--- config.mk ---
export PLATFORM = sky130hd
export DESIGN_NAME = led_blink_code_generator
export DESIGN_NICKNAME = d
export VERILOG_FILES = /design/src/lbc_pkg.sv /design/src/led_blink_code_generator.sv /design/src/lbc_drive.sv
export SDC_FILE = /design/constraint.sdc
export NUM_CORES = 1
export LEC_CHECK = 0
export ABC_AREA = 1
export BUFFER_PORTS_ARGS = -buffer_cell sky130_fd_sc_hd__buf_4
export CAP_MARGIN = 20
export CORE_AREA = 4 4 115 117
export CTS_BUF_LIST = sky130_fd_sc_hd__clkbuf_8 sky130_fd_sc_hd__clkbuf_16
export CTS_CLUSTER_DIAMETER = 50
export CTS_CLUSTER_SIZE = 14
export DETAILED_ROUTE_END_ITERATION = 10
export DIE_AREA = 0 0 119 121
export GPL_TIMING_DRIVEN = 0
export PLACE_DENSITY = 0.78
export SLEW_MARGIN = 20
export SYNTH_ARGS = -nofsm -noshare
export SYNTH_HDL_FRONTEND = slang
export SYNTH_SLANG_ARGS = --single-unit
--- constraint.sdc ---
create_clock -name clk -period 5.7 [get_ports clk]
set_clock_uncertainty 0.05 [all_clocks]
set_input_delay 0.285 -clock clk [delete_from_list [all_inputs] [get_ports clk]]
set_output_delay 0.285 -clock clk [all_outputs]
set_load 0.02 [all_outputs]
--- src/lbc_pkg.sv ---
// shared types, codes and constants for the led blink code generator
package lbc_pkg;

	localparam int unsigned LedMax      = 10;
	localparam int unsigned LedCount    = 10;
	localparam int unsigned ModeW       = 3;
	localparam int unsigned CountW      = 16;
	localparam int unsigned PhaseW      = 2;
	localparam int unsigned CfgIdxW     = 2;
	localparam int unsigned CfgDataW    = 30;
	localparam int unsigned ModesW      = LedMax * ModeW;

	// register indexes
	localparam logic [CfgIdxW-1:0] RegInterval = 2'd0;
	localparam logic [CfgIdxW-1:0] RegPulse    = 2'd1;
	localparam logic [CfgIdxW-1:0] RegModes    = 2'd2;
	localparam logic [CfgIdxW-1:0] RegPresent  = 2'd3;

	// reset values
	localparam logic [CountW-1:0] IntervalReset = 16'd1000;
	localparam logic [CountW-1:0] PulseReset    = 16'd250;
	localparam logic [LedMax-1:0] PresentReset  = {LedMax{1'b1}};
	localparam logic [CountW-1:0] CountMax      = {CountW{1'b1}};

	// led mode codes
	localparam logic [ModeW-1:0] ModeOff    = 3'd0;
	localparam logic [ModeW-1:0] ModeOn     = 3'd1;
	localparam logic [ModeW-1:0] ModeLong   = 3'd2;
	localparam logic [ModeW-1:0] ModeBlink1 = 3'd3;
	localparam logic [ModeW-1:0] ModeBlink2 = 3'd4;
	localparam logic [ModeW-1:0] ModeBlink3 = 3'd5;
	localparam logic [ModeW-1:0] ModeBlink4 = 3'd6;
	localparam logic [ModeW-1:0] ModeUnused = 3'd7;

	// long blink stays lit below this phase
	localparam logic [PhaseW-1:0] LongPhaseLimit = 2'd3;

	typedef struct packed {
		logic              pulse;
		logic [PhaseW-1:0] phase;
	} lbc_blink_t;

	typedef struct packed {
		logic [LedMax-1:0] pattern;
		logic              changed;
		lbc_blink_t        blink;
	} lbc_result_t;

endpackage

--- src/led_blink_code_generator.sv ---
// top level of the led blink code generator
// an accepted beat's result is registered into the output register, or into the skid entry while the output stalls
// throughput: one beat per cycle while in_stall is low; the timer, phase and led decode update in one pass
// a two-entry output stage (output register plus skid) keeps input open while a result waits
// reset: asynchronous, active low; timer, pulse, phase and leds clear, registers take defaults
// (interval 1000, pulse 250, all modes off, all leds fitted); output stage empties
module led_blink_code_generator (
	input  logic                          clk,
	input  logic                          arst_n,
	// configuration write port
	input  logic                          cfg_we,
	input  logic [lbc_pkg::CfgIdxW-1:0]   cfg_index,
	input  logic [lbc_pkg::CfgDataW-1:0]  cfg_data,
	// input channel: one beat per millisecond tick or query
	input  logic                          in_valid,
	output logic                          in_stall,
	input  logic                          advance_ms,
	// output channel: one result beat per input beat
	output logic                          out_valid,
	input  logic                          out_stall,
	output logic [lbc_pkg::LedMax-1:0]    led_pattern,
	output logic                          phase_changed,
	output logic [lbc_pkg::PhaseW-1:0]    blink_phase,
	output logic                          pulse_active
);

	// configuration registers
	logic [lbc_pkg::CountW-1:0] interval_q;
	logic [lbc_pkg::CountW-1:0] pulse_len_q;
	logic [lbc_pkg::ModesW-1:0] modes_q;
	logic [lbc_pkg::LedMax-1:0] present_q;

	// timer state
	logic [lbc_pkg::CountW-1:0] elapsed_q;
	lbc_pkg::lbc_blink_t        blink_q;
	logic [lbc_pkg::LedMax-1:0] drive_q;

	// output stage
	lbc_pkg::lbc_result_t out_q;
	lbc_pkg::lbc_result_t skid_q;
	logic                 out_valid_q;
	logic                 skid_valid_q;

	logic                       accept;
	logic                       out_free;
	logic [lbc_pkg::CountW-1:0] elapsed_inc;
	logic [lbc_pkg::CountW-1:0] elapsed_nxt;
	lbc_pkg::lbc_blink_t        blink_nxt;
	logic                       changed;
	logic [lbc_pkg::LedMax-1:0] decoded;
	logic [lbc_pkg::LedMax-1:0] drive_nxt;
	lbc_pkg::lbc_result_t       result;

	// input is held off only once the skid entry is occupied
	assign in_stall = skid_valid_q;
	assign accept   = in_valid && !in_stall;
	assign out_free = !out_valid_q || !out_stall;

	always_ff @(posedge clk or negedge arst_n) begin
		if (!arst_n) begin
			interval_q  <= lbc_pkg::IntervalReset;
			pulse_len_q <= lbc_pkg::PulseReset;
			modes_q     <= '0;
			present_q   <= lbc_pkg::PresentReset;
		end else if (cfg_we) begin
			unique case (cfg_index)
				lbc_pkg::RegInterval: interval_q  <= cfg_data[lbc_pkg::CountW-1:0];
				lbc_pkg::RegPulse:    pulse_len_q <= cfg_data[lbc_pkg::CountW-1:0];
				lbc_pkg::RegModes:    modes_q     <= cfg_data[lbc_pkg::ModesW-1:0];
				lbc_pkg::RegPresent:  present_q   <= cfg_data[lbc_pkg::LedMax-1:0];
				default: ;
			endcase
		end
	end

	// saturating millisecond count, then the pulse on/off decision
	always_comb begin
		elapsed_inc = elapsed_q;
		if (advance_ms && (elapsed_q != lbc_pkg::CountMax)) begin
			elapsed_inc = elapsed_q + 1'b1;
		end
		elapsed_nxt = elapsed_inc;
		blink_nxt   = blink_q;
		changed     = 1'b0;
		if (blink_q.pulse && (elapsed_inc >= pulse_len_q)) begin
			// pulse ends, phase steps on with wrap
			blink_nxt.pulse = 1'b0;
			blink_nxt.phase = blink_q.phase + 1'b1;
			elapsed_nxt     = '0;
			changed         = 1'b1;
		end else if (!blink_q.pulse && (elapsed_inc >= interval_q)) begin
			blink_nxt.pulse = 1'b1;
			elapsed_nxt     = '0;
			changed         = 1'b1;
		end
	end

	lbc_drive u_drive (
		.modes   (modes_q),
		.present (present_q),
		.blink   (blink_nxt),
		.pattern (decoded)
	);

	// led levels are held between changes
	assign drive_nxt = changed ? decoded : drive_q;

	always_comb begin
		result.pattern = drive_nxt;
		result.changed = changed;
		result.blink   = blink_nxt;
	end

	always_ff @(posedge clk or negedge arst_n) begin
		if (!arst_n) begin
			elapsed_q <= '0;
			blink_q   <= '0;
			drive_q   <= '0;
		end else if (accept) begin
			elapsed_q <= elapsed_nxt;
			blink_q   <= blink_nxt;
			drive_q   <= drive_nxt;
		end
	end

	// output register with skid entry behind it
	always_ff @(posedge clk or negedge arst_n) begin
		if (!arst_n) begin
			out_valid_q  <= 1'b0;
			skid_valid_q <= 1'b0;
		end else if (out_free) begin
			out_valid_q  <= skid_valid_q || accept;
			skid_valid_q <= 1'b0;
		end else if (accept) begin
			skid_valid_q <= 1'b1;
		end
	end

	always_ff @(posedge clk) begin
		if (out_free) begin
			if (skid_valid_q) begin
				out_q <= skid_q;
			end else if (accept) begin
				out_q <= result;
			end
		end else if (accept) begin
			skid_q <= result;
		end
	end

	assign out_valid     = out_valid_q;
	assign led_pattern   = out_q.pattern;
	assign phase_changed = out_q.changed;
	assign blink_phase   = out_q.blink.phase;
	assign pulse_active  = out_q.blink.pulse;

endmodule

--- src/lbc_drive.sv ---
// per-led lit decode from mode, presence and blink state
module lbc_drive (
	input  logic [lbc_pkg::ModesW-1:0] modes,
	input  logic [lbc_pkg::LedMax-1:0] present,
	input  lbc_pkg::lbc_blink_t        blink,
	output logic [lbc_pkg::LedMax-1:0] pattern
);

	always_comb begin
		logic [lbc_pkg::ModeW-1:0] mode;
		logic                      lit;
		pattern = '0;
		for (int unsigned i = 0; i < lbc_pkg::LedMax; i++) begin
			mode = modes[i*lbc_pkg::ModeW +: lbc_pkg::ModeW];
			case (mode)
				lbc_pkg::ModeOn:     lit = 1'b1;
				lbc_pkg::ModeLong:   lit = (blink.phase < lbc_pkg::LongPhaseLimit);
				lbc_pkg::ModeBlink1: lit = blink.pulse && (blink.phase < 2'd1);
				lbc_pkg::ModeBlink2: lit = blink.pulse && (blink.phase < 2'd2);
				lbc_pkg::ModeBlink3: lit = blink.pulse && (blink.phase < 2'd3);
				lbc_pkg::ModeBlink4: lit = blink.pulse;
				default:             lit = 1'b0;
			endcase
			// leds beyond the fitted count stay low
			pattern[i] = lit && present[i] && (i < lbc_pkg::LedCount);
		end
	end

endmodule

==> impl_metrics.prom, run 1 <==
# TYPE chip_impl_metric gauge
chip_impl_metric{name="finalNonFillerCells",unit=""} 1155
chip_impl_metric{name="antenna_left",unit=""} 0
chip_impl_metric{name="design.portCount",unit=""} 54
chip_impl_metric{name="wire_length_of_the_first_global_routing_pass",unit="µm"} 27800
chip_impl_metric{name="worst_max_slew_pin_slew",unit="ns"} 0.933
chip_impl_info{name="timing.critical_path.to_type",value="flip-flop"} 1
chip_impl_metric{name="ratio_of_final_minimum_period_to_clock_period",unit=""} 0.747
chip_impl_metric{name="clk_pin_slew_worst_paths",unit="ns"} 0.06
chip_impl_metric{name="number_of_antenna_violations_at_the_first_check_in_global_routing",unit=""} 0
chip_impl_info{name="hold_crit_class",value="in -> reg"} 1
chip_impl_metric{name="cp_max_fo",unit=""} 10
chip_impl_info{name="run_status",value="complete, no violations"} 1
chip_impl_metric{name="minimum_period_implied_by_the_final_worst_setup_slack",unit="ns"} 4.26
chip_impl_metric{name="yosysTopAreaCellShare",unit=""} 0.283
chip_impl_metric{name="final.setup.worst_slack",unit="ns"} 1.44
chip_impl_metric{name="post_drt_via_cell_ratio",unit=""} 5.33
chip_impl_metric{name="layout.nets",unit=""} 1041
chip_impl_metric{name="totalWireLength",unit="µm"} 16800
chip_impl_info{name="r2r_start",value="elapsed_q[0]"} 1
chip_impl_metric{name="worstPathRequired",unit="ns"} 5.83
chip_impl_metric{name="pre_cts_ws",unit="ns"} 1.49
chip_impl_metric{name="slew-limit-headroom",unit=""} 0.378
chip_impl_metric{name="synth_seq_cells",unit=""} 131
chip_impl_metric{name="die-height",unit="µm"} 121
chip_impl_info{name="timing_worst_setup_path_type",value="reg -> reg"} 1
chip_impl_metric{name="globalRoute.totalOverflow",unit=""} 0
chip_impl_metric{name="detail_route.wl_per_cell",unit="µm"} 14.6
chip_impl_metric{name="placement.io_buffers",unit=""} 53
chip_impl_metric{name="detailroute.via_count",unit=""} 6154
chip_impl_info{name="worstHoldStart",value="cfg_data[21]"} 1
chip_impl_metric{name="proportion_of_synthesized_chip_area_in_sequential_cells",unit=""} 0.481
chip_impl_info{name="setup.worst_path.start",value="elapsed_q[0]"} 1
chip_impl_metric{name="post_synth_num_cell_types",unit=""} 36
chip_impl_metric{name="drc_errors",unit=""} 0
chip_impl_metric{name="power.leakage",unit="nW"} 4.21
chip_impl_metric{name="yosys_warnings",unit=""} 0
chip_impl_metric{name="syn-num-nets",unit=""} 968
chip_impl_info{name="rsz0062_at_grt",value="no"} 1
chip_impl_metric{name="synthesis.area",unit="mm²"} 0.00716
chip_impl_metric{name="cts_buffers",unit=""} 17
chip_impl_metric{name="first_global_vias",unit=""} 5647
chip_impl_metric{name="core",unit="mm²"} 0.0124
chip_impl_metric{name="insertion_delay",unit="ns"} 0.42
chip_impl_metric{name="grt_use_total",unit=""} 0.244
chip_impl_metric{name="finalMaxSlewViolations",unit=""} 0
chip_impl_info{name="yosys-top-cells-area",value="sky130_fd_sc_hd__dfrtp_1 28%, sky130_fd_sc_hd__nand2_1 14%, sky130_fd_sc_hd__edfxtp_1 12%, sky130_fd_sc_hd__dfstp_2 8.1%, sky130_fd_sc_hd__inv_1 5.9%"} 1
chip_impl_metric{name="antenna-diode-count",unit=""} 0
chip_impl_metric{name="maxCapViolCount",unit=""} 0
chip_impl_metric{name="firstDrtPassIters",unit=""} 5
chip_impl_metric{name="grt_max_degree",unit=""} 104
chip_impl_metric{name="r2r_slack",unit="ns"} 1.44
chip_impl_metric{name="initial_core_utilization",unit=""} 0.579
chip_impl_metric{name="post_synth_inst_count",unit=""} 897
chip_impl_metric{name="placedCellCount",unit=""} 1122
chip_impl_info{name="cts_tree",value="done"} 1
chip_impl_metric{name="globalplace.congestion",unit=""} 0.879
chip_impl_metric{name="area.growth.synth_to_final",unit="%"} 17.9
chip_impl_metric{name="clkSinkCount",unit=""} 131
chip_impl_metric{name="die_footprint",unit="mm²"} 0.0144
chip_impl_metric{name="final.setup.tns",unit="ns"} 0
chip_impl_metric{name="hold_viol",unit=""} 0
chip_impl_metric{name="cts_max_level",unit=""} 4
chip_impl_metric{name="power.density_cell_area",unit="mW/mm²"} 405
chip_impl_metric{name="drive_above_1_share",unit=""} 0.148
chip_impl_metric{name="max_clock_freq",unit="GHz"} 0.235
chip_impl_info{name="clock_tree.root_cell",value="sky130_fd_sc_hd__clkbuf_16"} 1
chip_impl_metric{name="cts_resized",unit=""} 0
chip_impl_metric{name="critPathArrivalTime",unit="ns"} 4.39
chip_impl_metric{name="drtIter0Drc",unit=""} 437
chip_impl_metric{name="post-dp-hpwl",unit="µm"} 11900
chip_impl_info{name="crit_path_launch_type",value="flip-flop"} 1
chip_impl_metric{name="max-clock-path-buffers",unit=""} 2
chip_impl_metric{name="vdd.ir_drop.worst",unit="mV"} 0.191
chip_impl_metric{name="die_w",unit="µm"} 119
chip_impl_info{name="cell_type_with_the_highest_aggregate_area_in_the_netlist",value="sky130_fd_sc_hd__dfrtp_1"} 1
chip_impl_metric{name="post_synth.cell_area_avg",unit="µm²"} 7.98
chip_impl_metric{name="setup_viol",unit=""} 0
chip_impl_metric{name="rows",unit=""} 41
-- worst max-delay path: stages (launching register included) --
cell and delay (ns):
sky130_fd_sc_hd__dfrtp_1 0.43, sky130_fd_sc_hd__ha_1 0.23, sky130_fd_sc_hd__nand3_1 0.12, sky130_fd_sc_hd__nor2_1 0.07
sky130_fd_sc_hd__nand3_1 0.07, sky130_fd_sc_hd__nand2_2 0.13, sky130_fd_sc_hd__nor2_2 0.17, sky130_fd_sc_hd__nand3_1 0.15
sky130_fd_sc_hd__or3_1 0.36, sky130_fd_sc_hd__xor2_1 0.20, sky130_fd_sc_hd__inv_1 0.11, sky130_fd_sc_hd__ha_1 0.28
sky130_fd_sc_hd__nand2_1 0.08, sky130_fd_sc_hd__nor3_1 0.27, sky130_fd_sc_hd__nand2_2 0.10, sky130_fd_sc_hd__nand2_4 0.11
sky130_fd_sc_hd__nand2_4 0.08, sky130_fd_sc_hd__nand2_1 0.14, sky130_fd_sc_hd__buf_2 0.31, sky130_fd_sc_hd__nor2_1 0.07
sky130_fd_sc_hd__nand2_1 0.08, sky130_fd_sc_hd__nand2_1 0.06, sky130_fd_sc_hd__nand2_1 0.12, sky130_fd_sc_hd__nand2_2 0.09
sky130_fd_sc_hd__nand2_1 0.06, sky130_fd_sc_hd__nand2_1 0.05
-- final timing paths --
path                                  end  cells after the start
max                        led_pattern[8]                     25
min reg2reg                    drive_q[6]                      2
min                           modes_q[21]                      2
min in group asynchronous     modes_q[20]                      2
max reg2reg                led_pattern[8]                     25
max in group asynchronous  interval_q[14]                      2
-- flip-flops by register name, summed over array words and instances (netlist names) --
name,cells
blink_phase,2
blink_q,3
drive_q,10
elapsed_q,16
in_stall,1
interval_q,16
led_pattern,10
modes_q,30
out_valid,1
phase_changed,1
present_q,10
pulse_active,1
pulse_len_q,16
skid_q,14
-- per-layer routing --
metal,vias to the layer above,track usage,share of wire
li1,3044,-,-
met1,2886,0.341,0.46
met2,197,0.384,0.46
met3,27,0.0485,0.061
met4,0,0.0840,0.019
met5,-,0,0
-- power by group --
group,total [mW],internal [mW],switching [mW]
Sequential,1.30,1.17,0.133
Combinational,0.909,0.320,0.589
Clock,1.21,0.780,0.427
-- cell type report --
class / instances / area (µm²)
clock inverter: 15 / 226
sequential: 131 / 3450
inverter: 118 / 443
timing repair buffer: 54 / 412
clock buffer: 17 / 425
tap: 172 / 215
fill: 1000 / 3920
buffer: 27 / 121
multi-input combinational: 621 / 3160
-- logic make-up after synthesis --
logic type / after synthesis / share of synthesized area
multiplexers: 4 / 0.00629
AND/OR/NAND/NOR: 449 / 0.267
flip-flops: 131 / 0.481
adder cells (fa/ha/maj): 33 / 0.0577
buffers and inverters: 145 / 0.0788
AO/OA/AOI/OAI: 120 / 0.0882
XOR/XNOR: 15 / 0.0210
-- stage by stage --
step	hold slack, ns	utilization	cell area (µm²)	power [mW]
global route	0.0259	0.683	8450	3.62
floorplan	-0.0606	-	7160	1.93
finish	0.0356	0.683	8450	3.42
global placement	0.410	0.629	7770	2.18
detailed placement	0.413	0.629	7780	2.21
CTS	0.0269	0.683	8440	3.42
-- placed cells by master, fill, tap and decap left out, types with 2 or more instances in the layout --
| cell type | n |
|---|---|
| sky130_fd_sc_hd__nand2_1 | 269 |
| sky130_fd_sc_hd__inv_1 | 113 |
| sky130_fd_sc_hd__dfrtp_1 | 81 |
| sky130_fd_sc_hd__o21ai_0 | 77 |
| sky130_fd_sc_hd__nor2_1 | 59 |
| sky130_fd_sc_hd__nand3_1 | 56 |
| sky130_fd_sc_hd__buf_4 | 52 |
| sky130_fd_sc_hd__nor3_1 | 41 |
| sky130_fd_sc_hd__ha_1 | 33 |
| sky130_fd_sc_hd__edfxtp_1 | 28 |
| sky130_fd_sc_hd__a21oi_1 | 22 |
| sky130_fd_sc_hd__dfstp_2 | 22 |
| sky130_fd_sc_hd__clkbuf_1 | 17 |
| sky130_fd_sc_hd__clkbuf_16 | 17 |
| sky130_fd_sc_hd__xor2_1 | 14 |
| sky130_fd_sc_hd__nand2_2 | 12 |
| sky130_fd_sc_hd__o22ai_1 | 11 |
| sky130_fd_sc_hd__inv_2 | 5 |
| sky130_fd_sc_hd__bufinv_16 | 5 |
| sky130_fd_sc_hd__inv_6 | 5 |
| sky130_fd_sc_hd__buf_2 | 4 |
| sky130_fd_sc_hd__buf_1 | 4 |
| sky130_fd_sc_hd__mux2_2 | 4 |
| sky130_fd_sc_hd__nand2_4 | 3 |
| sky130_fd_sc_hd__buf_6 | 3 |
| sky130_fd_sc_hd__o21ai_1 | 3 |
| sky130_fd_sc_hd__nand4_1 | 3 |
| sky130_fd_sc_hd__a21oi_2 | 2 |
| sky130_fd_sc_hd__nor2_2 | 2 |
| sky130_fd_sc_hd__clkinvlp_4 | 2 |
-- cell usage after synthesis (all sizes together) --
cell type / instances
a21o: 1
a21oi: 24
a31oi: 1
buf: 10
clkbuf: 17
clkinv: 1
dfrtp: 81
dfstp: 22
edfxtp: 28
ha: 33
inv: 117
mux2: 4
nand2: 284
nand3: 57
nand4: 5
nor2: 61
nor3: 41
o21ai: 81
o21bai: 1
o22ai: 11
o32ai: 1
or3: 1
xor2: 15
-- what timing repair did --
item / in CTS / in global routing
endpoints found under the hold margin: 81 / 0
hold buffers: 1 / 0
buffers inserted: 0 / 0
No activity file was read; power rests on OpenSTA's default activity.
==> run 2: changes to the inputs <==
--- a/config.mk
+++ b/config.mk
@@ -8,14 +8,14 @@
 export ABC_AREA = 1
 export BUFFER_PORTS_ARGS = -buffer_cell sky130_fd_sc_hd__buf_4
 export CAP_MARGIN = 20
-export CORE_AREA = 4 4 115 117
+export CORE_AREA = 4 4 120 122
 export CTS_BUF_LIST = sky130_fd_sc_hd__clkbuf_8 sky130_fd_sc_hd__clkbuf_16
 export CTS_CLUSTER_DIAMETER = 50
 export CTS_CLUSTER_SIZE = 14
 export DETAILED_ROUTE_END_ITERATION = 10
-export DIE_AREA = 0 0 119 121
+export DIE_AREA = 0 0 124 126
 export GPL_TIMING_DRIVEN = 0
-export PLACE_DENSITY = 0.78
+export PLACE_DENSITY = 0.75
 export SLEW_MARGIN = 20
 export SYNTH_ARGS = -nofsm -noshare
 export SYNTH_HDL_FRONTEND = slang
==> constraint.sdc (replaced) <==
create_clock -name clk -period 3.8 [get_ports clk]
set_clock_uncertainty 0.05 [all_clocks]
set_input_delay 0.19 -clock clk [delete_from_list [all_inputs] [get_ports clk]]
set_output_delay 0.19 -clock clk [all_outputs]
set_load 0.02 [all_outputs]
==> run 2 against run 1 <==
  * The flow now finishes with violations (setup timing)
  * Critical path depth rose by 1
  * Combinational power grew 100%
  * Cell count rose by 5.0%
  * Sequential share of layout area is 4.3 points lower
==> impl_metrics.prom, run 2 (synthesized netlist as in run 1, its figures left out) <==
# TYPE chip_impl_metric gauge
chip_impl_metric{name="largest_reg_flops",unit=""} 30
chip_impl_metric{name="initial_core_utilization",unit=""} 0.543
chip_impl_metric{name="drtIter0Drc",unit=""} 405
chip_impl_info{name="r2r_start",value="elapsed_q[1]"} 1
chip_impl_metric{name="post_drt_via_cell_ratio",unit=""} 5.45
chip_impl_metric{name="placedCellCount",unit=""} 1126
chip_impl_metric{name="area.growth.synth_to_final",unit="%"} 31.9
chip_impl_metric{name="post-dp-hpwl",unit="µm"} 12000
chip_impl_metric{name="antenna_left",unit=""} 0
chip_impl_metric{name="fillers",unit=""} 922
chip_impl_metric{name="multi_input_area",unit="mm²"} 0.00376
chip_impl_info{name="timing_worst_setup_path_type",value="reg -> reg"} 1
chip_impl_metric{name="firstDrtPassIters",unit=""} 5
chip_impl_metric{name="design.portCount",unit=""} 54
chip_impl_metric{name="timing.reg2reg.worst_path_depth",unit=""} 26
chip_impl_info{name="rsz0062_at_grt",value="yes"} 1
chip_impl_info{name="crit-reg2reg-capture",value="led_pattern[4]"} 1
chip_impl_info{name="hold_crit_class",value="in -> reg"} 1
chip_impl_metric{name="globalRoute.totalOverflow",unit=""} 0
chip_impl_metric{name="worstPathRequired",unit="ns"} 3.94
chip_impl_metric{name="drive_above_1_share",unit=""} 0.265
chip_impl_info{name="crit_path_launch_type",value="flip-flop"} 1
chip_impl_metric{name="power.density_cell_area",unit="mW/mm²"} 565
chip_impl_info{name="worstHoldStart",value="out_stall"} 1
chip_impl_metric{name="minimum_period_implied_by_the_final_worst_setup_slack",unit="ns"} 3.96
chip_impl_info{name="mostFrequentLayoutCell",value="sky130_fd_sc_hd__nand2_1"} 1
chip_impl_metric{name="rows",unit=""} 42
chip_impl_info{name="timing.critical_path.to_type",value="flip-flop"} 1
chip_impl_info{name="final_cell_mix",value="247 x sky130_fd_sc_hd__nand2_1, 105 x sky130_fd_sc_hd__inv_1, 82 x sky130_fd_sc_hd__buf_4, 78 x sky130_fd_sc_hd__dfrtp_1, 76 x sky130_fd_sc_hd__o21ai_0"} 1
chip_impl_metric{name="max_clock_freq",unit="GHz"} 0.252
chip_impl_metric{name="drc_errors",unit=""} 0
chip_impl_metric{name="grt_max_degree",unit=""} 104
chip_impl_metric{name="detailroute.via_count",unit=""} 6607
chip_impl_metric{name="max-clock-path-buffers",unit=""} 2
chip_impl_metric{name="detail_route.wl_per_cell",unit="µm"} 16.6
chip_impl_metric{name="whs",unit="ns"} 0.0184
chip_impl_metric{name="first_global_vias",unit=""} 6282
chip_impl_metric{name="wire_length_of_the_first_global_routing_pass",unit="µm"} 30700
chip_impl_metric{name="antenna-diode-count",unit=""} 0
chip_impl_metric{name="final_design_area_no_fill",unit="mm²"} 0.00945
chip_impl_metric{name="cts_max_level",unit=""} 4
chip_impl_metric{name="totalWireLength",unit="µm"} 20100
chip_impl_info{name="hold_end",value="in_stall"} 1
chip_impl_metric{name="number_of_antenna_violations_at_the_first_check_in_global_routing",unit=""} 0
chip_impl_info{name="run_status",value="finished with violations"} 1
chip_impl_metric{name="r2r_slack",unit="ns"} -0.16
chip_impl_metric{name="finalNonFillerCells",unit=""} 1213
chip_impl_metric{name="globalplace.congestion",unit=""} 0.896
chip_impl_metric{name="vdd.ir_drop.worst",unit="mV"} 0.287
chip_impl_metric{name="ratio_of_final_minimum_period_to_clock_period",unit=""} 1.04
chip_impl_metric{name="layout.nets",unit=""} 1095
chip_impl_metric{name="worst_max_slew_pin_slew",unit="ns"} 1.04
chip_impl_metric{name="cp_max_fo",unit=""} 5
chip_impl_info{name="violations",value="setup timing"} 1
chip_impl_metric{name="critPathArrivalTime",unit="ns"} 4.10
chip_impl_info{name="cts_tree",value="done"} 1
chip_impl_metric{name="finalMaxSlewViolations",unit=""} 0
chip_impl_metric{name="placed_instance_area",unit="mm²"} 0.00778
chip_impl_metric{name="power.leakage",unit="nW"} 4.51
chip_impl_metric{name="die_w",unit="µm"} 124
chip_impl_metric{name="final.setup.worst_slack",unit="ns"} -0.162
chip_impl_metric{name="ff_latch_area",unit="mm²"} 0.00345
chip_impl_metric{name="placement.io_buffers",unit=""} 53
chip_impl_metric{name="core",unit="mm²"} 0.0132
chip_impl_metric{name="clkSinkCount",unit=""} 131
chip_impl_metric{name="insertion_delay",unit="ns"} 0.43
chip_impl_metric{name="timing.hold.worst_path_depth",unit=""} 3
chip_impl_metric{name="setup_viol",unit=""} 27
chip_impl_metric{name="maxCapViolCount",unit=""} 0
chip_impl_metric{name="clk_pin_slew_worst_paths",unit="ns"} 0.06
chip_impl_metric{name="grt_use_total",unit=""} 0.252
chip_impl_info{name="clock_tree.root_cell",value="sky130_fd_sc_hd__clkbuf_16"} 1
chip_impl_metric{name="slew-limit-headroom",unit=""} 0.304
chip_impl_metric{name="cts_buffers",unit=""} 17
chip_impl_info{name="register_with_the_most_flip_flops",value="modes_q"} 1
chip_impl_metric{name="hold_viol",unit=""} 0
chip_impl_metric{name="die_footprint",unit="mm²"} 0.0156
chip_impl_metric{name="die-height",unit="µm"} 126
[run 2: cell types whose count changed in the layout (fill, tap and decap cells not counted), moves of 11 or more]
cell,previous run,this run
sky130_fd_sc_hd__buf_4,52,82
sky130_fd_sc_hd__nor3_1,41,27
sky130_fd_sc_hd__nand3_1,56,42
sky130_fd_sc_hd__nand3_2,0,11
sky130_fd_sc_hd__dlygate4sd3_1,1,17
sky130_fd_sc_hd__nand2_2,12,31
sky130_fd_sc_hd__nand2_1,269,247
[run 2: worst max-delay path by stage]
stage | from | end | slack (ns) | cells after the start
global route | elapsed_q[1] | led_pattern[8] | -0.33 | 26
finish | elapsed_q[1] | led_pattern[4] | -0.16 | 26
detailed placement | elapsed_q[0] | led_pattern[3] | -0.44 | 24
CTS | elapsed_q[1] | led_pattern[4] | 0.01 | 26
global placement | elapsed_q[0] | led_pattern[2] | -0.43 | 24
floorplan | elapsed_q[0] | led_pattern[8] | 0.27 | 25
[run 2: final cells by class]
type / instances / area share
multi-input cells: 623 / 0.398
repair buffers: 106 / 0.0928
inverters: 118 / 0.0471
flip-flops and latches: 131 / 0.365
clock buffers: 18 / 0.0465
plain buffers: 27 / 0.0158
clock inverters: 14 / 0.0119
well taps: 176 / 0.0233
[run 2: routing by layer]
| layer | vias up | track usage | share of wire |
|---|---|---|---|
| li1 | 3140 | - | - |
| met1 | 3099 | 0.338 | 0.42 |
| met2 | 300 | 0.393 | 0.48 |
| met3 | 68 | 0.0619 | 0.077 |
| met4 | 0 | 0.105 | 0.031 |
| met5 | - | 0 | 0 |
[run 2: what timing repair did]
item / 4_1_cts / 5_1_grt
gates resized for setup: 62 / 74
setup buffers: 22 / 13
gates cloned: 3 / 0
endpoints found under the hold margin: 97 / 0
hold buffers: 17 / 0
setup endpoints to repair: 50 / 46
pin swaps: 22 / 58
[run 2: critical path, cell delays in order, from the launching register on]
cell,delay (ns)
sky130_fd_sc_hd__dfrtp_1,0.38
sky130_fd_sc_hd__buf_6,0.12
sky130_fd_sc_hd__nand2_2,0.07
sky130_fd_sc_hd__nor2_2,0.18
sky130_fd_sc_hd__inv_2,0.09
sky130_fd_sc_hd__nor3_4,0.24
sky130_fd_sc_hd__nand3_4,0.12
sky130_fd_sc_hd__nor3_2,0.12
sky130_fd_sc_hd__nand3_1,0.13
sky130_fd_sc_hd__xor2_2,0.25
sky130_fd_sc_hd__inv_2,0.09
sky130_fd_sc_hd__ha_4,0.27
sky130_fd_sc_hd__a21oi_4,0.16
sky130_fd_sc_hd__o21ai_2,0.08
sky130_fd_sc_hd__a21oi_2,0.15
sky130_fd_sc_hd__nand2_4,0.08
sky130_fd_sc_hd__buf_8,0.14
sky130_fd_sc_hd__nand2_8,0.10
sky130_fd_sc_hd__xor2_4,0.23
sky130_fd_sc_hd__buf_6,0.18
sky130_fd_sc_hd__nand3_1,0.07
sky130_fd_sc_hd__nand2_1,0.06
sky130_fd_sc_hd__nand2_1,0.06
sky130_fd_sc_hd__nand2_2,0.10
sky130_fd_sc_hd__nand2_2,0.07
sky130_fd_sc_hd__nand2_1,0.06
sky130_fd_sc_hd__nand2_1,0.05
[run 2: where the power goes]
part | internal (mW) | total, mW | switching, mW
Sequential | 1.76 | 1.97 | 0.216
Clock | 0.910 | 1.54 | 0.626
Combinational | 0.704 | 1.83 | 1.12
[run 2: through the flow]
step,setup TNS (ns),setup WS [ns],utilization,power [mW]
after floorplan,0,0.269,-,2.90
after global placement,-11.37,-0.435,0.590,3.28
after detailed placement,-11.57,-0.442,0.590,3.32
after CTS,0,0.0121,0.682,5.15
after global routing,-7.64,-0.326,0.716,5.63
final,-1.92,-0.162,0.716,5.34
